==> src/bbca_pkg.sv <==
// ----------------------------------------------------------------------------
// bbca_pkg
// Shared types and constants of the blob centroid and aspect unit.
// ----------------------------------------------------------------------------
`default_nettype none

package bbca_pkg;

  localparam int CFG_W     = 12;
  localparam int CFG_IDX_W = 2;
  localparam int RATIO_W   = 10;
  localparam int COUNT_W   = 12;
  localparam int TOTAL_W   = 23;
  localparam int SUM_W     = 34;
  localparam int CENT_W    = 11;
  localparam int CLASS_W   = 2;
  localparam int Q_FRAC    = 8;
  localparam int PROD_W    = COUNT_W + RATIO_W;

  localparam int IN_TDATA_W  = 8;
  localparam int OUT_TDATA_W = 72;

  localparam logic [CFG_IDX_W-1:0] REG_FRAME_WIDTH  = 2'd0;
  localparam logic [CFG_IDX_W-1:0] REG_FRAME_HEIGHT = 2'd1;
  localparam logic [CFG_IDX_W-1:0] REG_SMALL_RATIO  = 2'd2;
  localparam logic [CFG_IDX_W-1:0] REG_LARGE_RATIO  = 2'd3;

  localparam logic [CFG_W-1:0]   RST_FRAME_WIDTH  = 12'd640;
  localparam logic [CFG_W-1:0]   RST_FRAME_HEIGHT = 12'd480;
  localparam logic [RATIO_W-1:0] RST_SMALL_RATIO  = 10'd166;
  localparam logic [RATIO_W-1:0] RST_LARGE_RATIO  = 10'd333;

  localparam logic [CLASS_W-1:0] CLS_NONE  = 2'd0;
  localparam logic [CLASS_W-1:0] CLS_SMALL = 2'd1;
  localparam logic [CLASS_W-1:0] CLS_LARGE = 2'd2;

  typedef struct packed {
    logic accept;
    logic update;
    logic div_run;
    logic load_out;
  } ctrl_cmd_t;

  typedef struct packed {
    logic frame_end;
    logic div_done;
    logic out_busy;
  } dp_status_t;

endpackage

`default_nettype wire

==> src/bbca_ctrl.sv <==
// ----------------------------------------------------------------------------
// bbca_ctrl
// Sequencer: pixel read and update, end of frame division, result load.
// ----------------------------------------------------------------------------
`default_nettype none

module bbca_ctrl import bbca_pkg::*; (
  input  wire logic       clk,
  input  wire logic       rst,
  input  wire logic       s_tvalid,
  output logic            s_tready,
  input  wire dp_status_t status,
  output ctrl_cmd_t       cmd
);

  localparam logic [1:0] S_ACCEPT = 2'd0;
  localparam logic [1:0] S_UPDATE = 2'd1;
  localparam logic [1:0] S_DIV    = 2'd2;
  localparam logic [1:0] S_LOAD   = 2'd3;

  logic [1:0] state;
  logic [1:0] state_next;

  always_comb begin
    state_next = state;
    cmd        = '0;
    s_tready   = 1'b0;
    case (state)
      S_ACCEPT: begin
        s_tready = 1'b1;
        if (s_tvalid) begin
          cmd.accept = 1'b1;
          state_next = S_UPDATE;
        end
      end
      S_UPDATE: begin
        cmd.update = 1'b1;
        state_next = status.frame_end ? S_DIV : S_ACCEPT;
      end
      S_DIV: begin
        cmd.div_run = 1'b1;
        if (status.div_done) begin
          state_next = S_LOAD;
        end
      end
      S_LOAD: begin
        if (!status.out_busy) begin
          cmd.load_out = 1'b1;
          state_next   = S_ACCEPT;
        end
      end
      default: begin
        state_next = S_ACCEPT;
      end
    endcase
  end

  always_ff @(posedge clk) begin
    if (rst) begin
      state <= S_ACCEPT;
    end else begin
      state <= state_next;
    end
  end

endmodule

`default_nettype wire

==> config.mk <==
export PLATFORM = sky130hd
export DESIGN_NAME = bbca_ctrl
export DESIGN_NICKNAME = d
export VERILOG_FILES = /design/src/bbca_pkg.sv /design/src/bbca_ctrl.sv
export SDC_FILE = /design/constraint.sdc
export NUM_CORES = 1
export LEC_CHECK = 0
export BUFFER_PORTS_ARGS = -buffer_cell sky130_fd_sc_hd__buf_2
export CORE_AREA = 2 2 39 41
export DETAILED_ROUTE_END_ITERATION = 8
export DIE_AREA = 0 0 41 43
export MAX_ROUTING_LAYER = met4
export SETUP_SLACK_MARGIN = 0.05
export SYNTH_ARGS = -nofsm -noshare
export SYNTH_HDL_FRONTEND = slang
export SYNTH_SLANG_ARGS = --single-unit
==> constraint.sdc <==
create_clock -name clk -period 2.3 [get_ports clk]
set_input_delay 0.115 -clock clk [delete_from_list [all_inputs] [get_ports clk]]
set_output_delay 0.115 -clock clk [all_outputs]
set_load 0.1 [all_outputs]
### Word-level counts from Yosys, hierarchy flattened

Index checks and enable logic that the tools add are counted.
W data, S select, Z words.

| word-level totals | value |
|---|---|
| bits in writable memories | 0 |
| word-level logic and storage cells | 21 |
| memories | 0 |
| bits in read-only memories | 0 |
| latch bits | 0 |
| output and inout port bits | 5 |
| register bits | 2 |

| operators by class | value |
|---|---|
| $add $sub $neg | 0 |
| mux-type cells | 12 |
| bitwise gates (word level) | 0 |
| reduce and logical (&&, ||, !) cells | 2 |
| order comparisons | 0 |
| multipliers | 0 |
| shifts and indexed selects | 0 |
| div/mod/pow operators | 0 |
| equal/unequal tests | 6 |

Operator list:

| kind | number |
|---|---|
| $mux W2 | 4 |
| $pmux W2 S4 | 1 |
| $mux W1 | 7 |
| $ne A2 B2 Y1 const B | 3 |
| $eq A2 B2 Y1 const B | 2 |
| $reduce_and A3 Y1 | 1 |
| $eq A2 B1 Y1 const B | 1 |
| $logic_not A2 Y1 | 1 |

### Depth between registers and ports, before layout

Gate-level depths: netlist of the first run.

| logic depth | value |
|---|---|
| word-level depth | 3 |
| mapped depth | 3 |
| gate-level depth less buffers | 3 |

### Worst setup path before layout of the first run

No wires, ideal clock.

| timing | value |
|---|---|
| path type | register to register |
| start | register with a tool-made name |
| end | register state[0] |
| data arrival time | 2.788 ns |
| cell stages (with the launch flop) | 4 |
| required time | 2.224 ns |
| setup slack | -0.564 ns |
| setup time | 0.076 ns |
| cells stage by stage | dfxtp_1 -> nor3b_1 -> a21oi_1 -> nor2_1 |

RTL lines:

| item | RTL line | RTL |
|---|---|---|
| to (signal assigned) | bbca_ctrl.sv:62 | `state <= state_next;` |
| to (decl) | bbca_ctrl.sv:21 | `logic [1:0] state;` |

==> impl_metrics.yaml, run 1 <==
outcome:
  status: "completed"
yosys:
  yosys_warnings: 0
  netlist_area_um2: 109
  synth_seq_area_share: 0.368
  ys_ff_latch: 2
  synth.distinct_cells: 9
  synth_cells: 14
  avgSynthCellArea_um2: 7.78
  syn_nets: 20
placed_design:
  dpl.hpwl_um: 239
  gp_congestion: 0.550
  numPortBuffers: 10
clocking:
  postCtsSetupRepairBufs: 0
  numClockSinks: 2
  cts_resized: 0
  cts_buffers: 3
  clk_pin_slew_ns: 0.03
  clock_path_buffers: 2
  clock_latency_ns: 0.22
  cts_tree: "built"
  cts_hold_buf: 0
  cts_max_level: 1
  clockRootBuffer: "clkbuf_4"
power:
  p_comb_frac: 0.367
  ir_drop_mv: 0.106
  swShare: 0.413
  power.leakage_nw: 0.102
  p_per_area_mw_per_mm2: 896
  seqPwrFrac: 0.221
  internal-power_mw: 0.109
  power_frac_clock: 0.412
  switching_power_mw: 0.0764
  power.total_mw: 0.185
global_routing:
  grt_first_pass_wirelength_um: 420
  grt_overflow: 0
  grt_pass1_vias: 111
  track_usage: 0.0483
  grt_max_degree: 7
  antenna_found_initial: 0
critical_path:
  reg2reg_depth: 3
  end_kind: "primary output"
  path_max_fanout: 6
  reg2reg_to: "state[0]"
  crit_type: "flop to primary output"
  critical_path.startpoint: "state[0]"
  r2r-start: "state[0]"
  r2r_slack_ns: 1.25
  cp-start-kind: "flop"
  worstPathRequired_ns: 2.18
  arrival_ns: 1.39
route:
  drtAntennaViolNets: 0
  route.detailed.drc: 0
  wire_per_inst_um: 6.93
  via_per_inst: 3.23
  dr_total_vias: 139
  drt-pass1-iter-count: 2
  drt_iter0_drc: 1
  wirelength_um: 298
sta:
  maxSlewHeadroom: 0.676
  fmax_mhz: 663
  final-max-slew-violation-count: 0
  skew_ns: 0.00157
  min_period_over_period: 0.656
  finalSetupTns_ns: 0
  finalHoldViolCount: 0
  setup_viol: 0
  worst_slew_pin_slew_ns: 0.489
  period_needed_ns: 1.51
  worst_hold_slack_ns: 0.0600
  rsz0062_at_grt: "false"
job:
  cap_violations: 0
layout:
  drive_gt1_frac: 0.556
  syn2layout_area_growth_pct: 89.7
  fillers: 167
  nets: 35
  n_antenna_cell: 0
floorplanning:
  std_cell_rows: 14
  die_x_um: 41
  design.die.area_mm2: 0.00176
  core_area_mm2: 0.00138
  start_util: 0.0787
  pin_count: 11
  die_height_um: 43
hold_path:
  holdPathEnd: "state[0]"
  min-delay-start: "rst"
  hold_class: "primary input to flop"
  hold_depth: 2
cell families after synthesis:
kind of cell | count (synthesis) | synth area share
AO/OA/AOI/OAI | 2 | 0.115
buffers and inverters | 1 | 0.0344
flip-flops | 2 | 0.368
multiplexers | 1 | 0.103
AND/OR/NAND/NOR | 8 | 0.379
final cells by class:
cell class                      count  area, um2  share of cell area
Clock buffer                        3       22.5               0.109
Inverter                            1       3.75              0.0182
Multi-Input combinational cell     11       70.1               0.339
Sequential cell                     2       40.0               0.194
Tap cell                           16       20.0              0.0970
Timing Repair Buffer               10       50.0               0.242
critical path, stage by stage, from the launching register on:
cell and delay (ns):
dfxtp_1 0.41, or2b_1 0.26, nor2_1 0.08, buf_2 0.42
metrics by stage:
step	utilization	area (um2)	cells	setup slack (ns)
after global placement	0.133	184	40	1.02
final	0.149	206	43	0.792
after floorplan	-	114	14	0.294
after global routing	0.149	206	43	0.672
after CTS	0.149	206	43	0.771
after detailed placement	0.133	184	40	1.01
worst max path at each step:
stage,end,slack (ns)
after floorplan,cmd[0],0.29
after global placement,cmd[0],1.02
after detailed placement,cmd[0],1.01
after CTS,cmd[0],0.77
after global routing,cmd[0],0.67
final,cmd[0],0.79
cell usage after synthesis:
cell type / instances / area, um2
dfxtp_1: 2 / 40.0
or2b_1: 1 / 7.51
nor3b_1: 1 / 7.51
mux2_2: 1 / 11.3
inv_1: 1 / 3.75
and2b_1: 1 / 7.51
nor2_1: 5 / 18.8
a21oi_1: 1 / 5.00
a22oi_1: 1 / 7.51
layer usage:
metal  GRT usage  vias up  wire [um]
met1      0.0383       51        132
li1            -       73          -
met4      0.0800        0         15
met5           -        -          0
met3      0.0471        2         60
met2      0.0438       13         90
power by group through the flow:
| stage | Clock, mW | Sequential, mW | Combinational (mW) |
|---|---|---|---|
| finish | 0.0762 | 0.0410 | 0.0678 |
| global route | 0.0877 | 0.0415 | 0.0712 |
| CTS | 0.0809 | 0.0410 | 0.0683 |
| floorplan | 0 | 0.0408 | 0.0572 |
| global placement | 0 | 0.0414 | 0.0681 |
| detailed placement | 0 | 0.0415 | 0.0682 |
placed cells by master, fill, tap and decap left out, drive strengths merged:
master / netlist / layout
clkbuf: 0 / 3
a21oi: 1 / 1
a22oi: 1 / 1
and2b: 1 / 1
dfxtp: 2 / 2
or2b: 1 / 1
nor3b: 1 / 1
nor2: 5 / 5
mux2: 1 / 1
inv: 1 / 1
buf: 0 / 10
Power figures use the tool's default switching activity.
==> inputs of run 2 (changes only) <==
==> constraint.sdc (replaced) <==
create_clock -name clk -period 1.4 [get_ports clk]
set_input_delay 0.07 -clock clk [delete_from_list [all_inputs] [get_ports clk]]
set_output_delay 0.07 -clock clk [all_outputs]
set_load 0.1 [all_outputs]
==> impl_metrics.yaml, run 2 (same netlist as run 1, synthesis figures left out) <==
sta:
  maxSlewHeadroom: 0.680
  skew_ns: 0.00131
  min_period_over_period: 0.900
  finalHoldViolCount: 0
  fmax_mhz: 794
  rsz0062_at_grt: "false"
  finalSetupTns_ns: 0
  period_needed_ns: 1.26
  setup_viol: 0
  worst_slew_pin_slew_ns: 0.484
  final-max-slew-violation-count: 0
  worst_slack_ns: 0.140
  worst_hold_slack_ns: 0.0234
power:
  ir_drop_mv: 0.245
  p_per_area_mw_per_mm2: 1180
  power.leakage_nw: 0.117
layout:
  drive_gt1_frac: 0.741
  final_common_cell: "buf_2"
  final_util: 0.208
  nets: 35
  n_antenna_cell: 0
  design_area_um2: 288
  final_cell_mix: "buf_2, buf_12, clkbuf_4"
  syn2layout_area_growth_pct: 164
critical_path:
  cp-start-kind: "flop"
  end_kind: "primary output"
  crit_type: "flop to primary output"
  worstPathRequired_ns: 1.33
  arrival_ns: 1.19
  r2r_slack_ns: 0.32
  path_max_fanout: 6
global_routing:
  grt_max_degree: 7
  grt_pass1_vias: 140
  globalRouteMet3Util: 0.0314
  grt_use_met1: 0.0319
  track_usage: 0.0462
  antenna_found_initial: 0
  globalRouteMet2Util: 0.0531
  grt_busiest_layer: "met4"
  grt_overflow: 0
  grt_first_pass_wirelength_um: 441
route:
  drt_iter0_drc: 0
  drt-pass1-iter-count: 1
  drtAntennaViolNets: 0
  wirelength_um: 314
  dr_total_vias: 141
  route.detailed.drc: 0
  wire_per_inst_um: 7.30
  via_per_inst: 3.28
clocking:
  cts_max_level: 1
  cts_tree: "built"
  cts_hold_buf: 0
  clock_path_buffers: 2
  clockRootBuffer: "clkbuf_4"
  clk_pin_slew_ns: 0.03
  cts_buffers: 3
  numClockSinks: 2
  clock_latency_ns: 0.22
placed_design:
  dp_slack_ns: 0.271
  placed_area_um2: 264
  numPortBuffers: 10
  dpl.hpwl_um: 256
  gp_congestion: 0.609
floorplanning:
  die_height_um: 43
  pin_count: 11
  design.die.area_mm2: 0.00176
  core_area_mm2: 0.00138
  std_cell_rows: 14
  die_x_um: 41
  start_util: 0.0787
outcome:
  status: "completed"
hold_path:
  hold_class: "primary input to flop"
job:
  cap_violations: 0
-- run 2: cell count changes in the layout (fill, tap and decap cells not counted) --
cell / delta
buf_12: +4
buf_2: -4
nor2_1: -3
nor2_2: +2
and2b_1: -1
and2b_2: +1
dfxtp_1: -1
dfxtp_2: +1
nor2_4: +1
nor3b_2: -1
nor3b_4: +1
-- run 2: layout make-up --
class | count | area, um2
clock buffer | 3 | 22.5
fill | 155 | 1100
inverter | 1 | 3.75
multi-input combinational | 11 | 90.1
sequential | 2 | 41.3
tap | 16 | 20.0
timing repair buffer | 10 | 110
-- run 2: worst paths after layout --
check	startpoint	to	depth (start not counted)
max reg2reg	flop	flop	3
max	state[0]	cmd[0]	3
min reg2reg	flop	state[0]	2
min	rst	state[0]	2
-- run 2: power breakdown --
| group | total (mW) | leakage, nW | switching (mW) | internal, mW |
|---|---|---|---|---|
| Combinational | 0.142 | 0.0861 | 0.0946 | 0.0476 |
| Sequential | 0.0701 | 0.0168 | 0.00812 | 0.0620 |
| Clock | 0.127 | 0.0138 | 0.0325 | 0.0945 |
| Total | 0.339 | 0.117 | 0.135 | 0.204 |
-- run 2: stage by stage --
stage | power (mW) | instances
floorplan | 0.169 | 14
global placement | 0.213 | 40
detailed placement | 0.214 | 40
CTS | 0.350 | 43
global route | 0.352 | 43
finish | 0.339 | 43
-- run 2: repair_timing --
| item | 4_1_cts | 5_1_grt |
|---|---|---|
| setup buffers | 0 | 0 |
| setup endpoints to repair | 1 | 0 |
| gates resized for setup | 1 | 0 |
-- run 2: worst max-delay path, cell delays in order, from the launching register on --
cell,delay (ns)
dfxtp_2,0.39
or2b_1,0.29
nor2_4,0.11
buf_12,0.18
-- run 2: layer usage --
layer	vias up	wire length, um	part of all wire
li1	73	-	-
met1	59	107	0.34
met2	7	160	0.51
met3	2	34	0.11
met4	0	10	0.032
met5	-	0	0
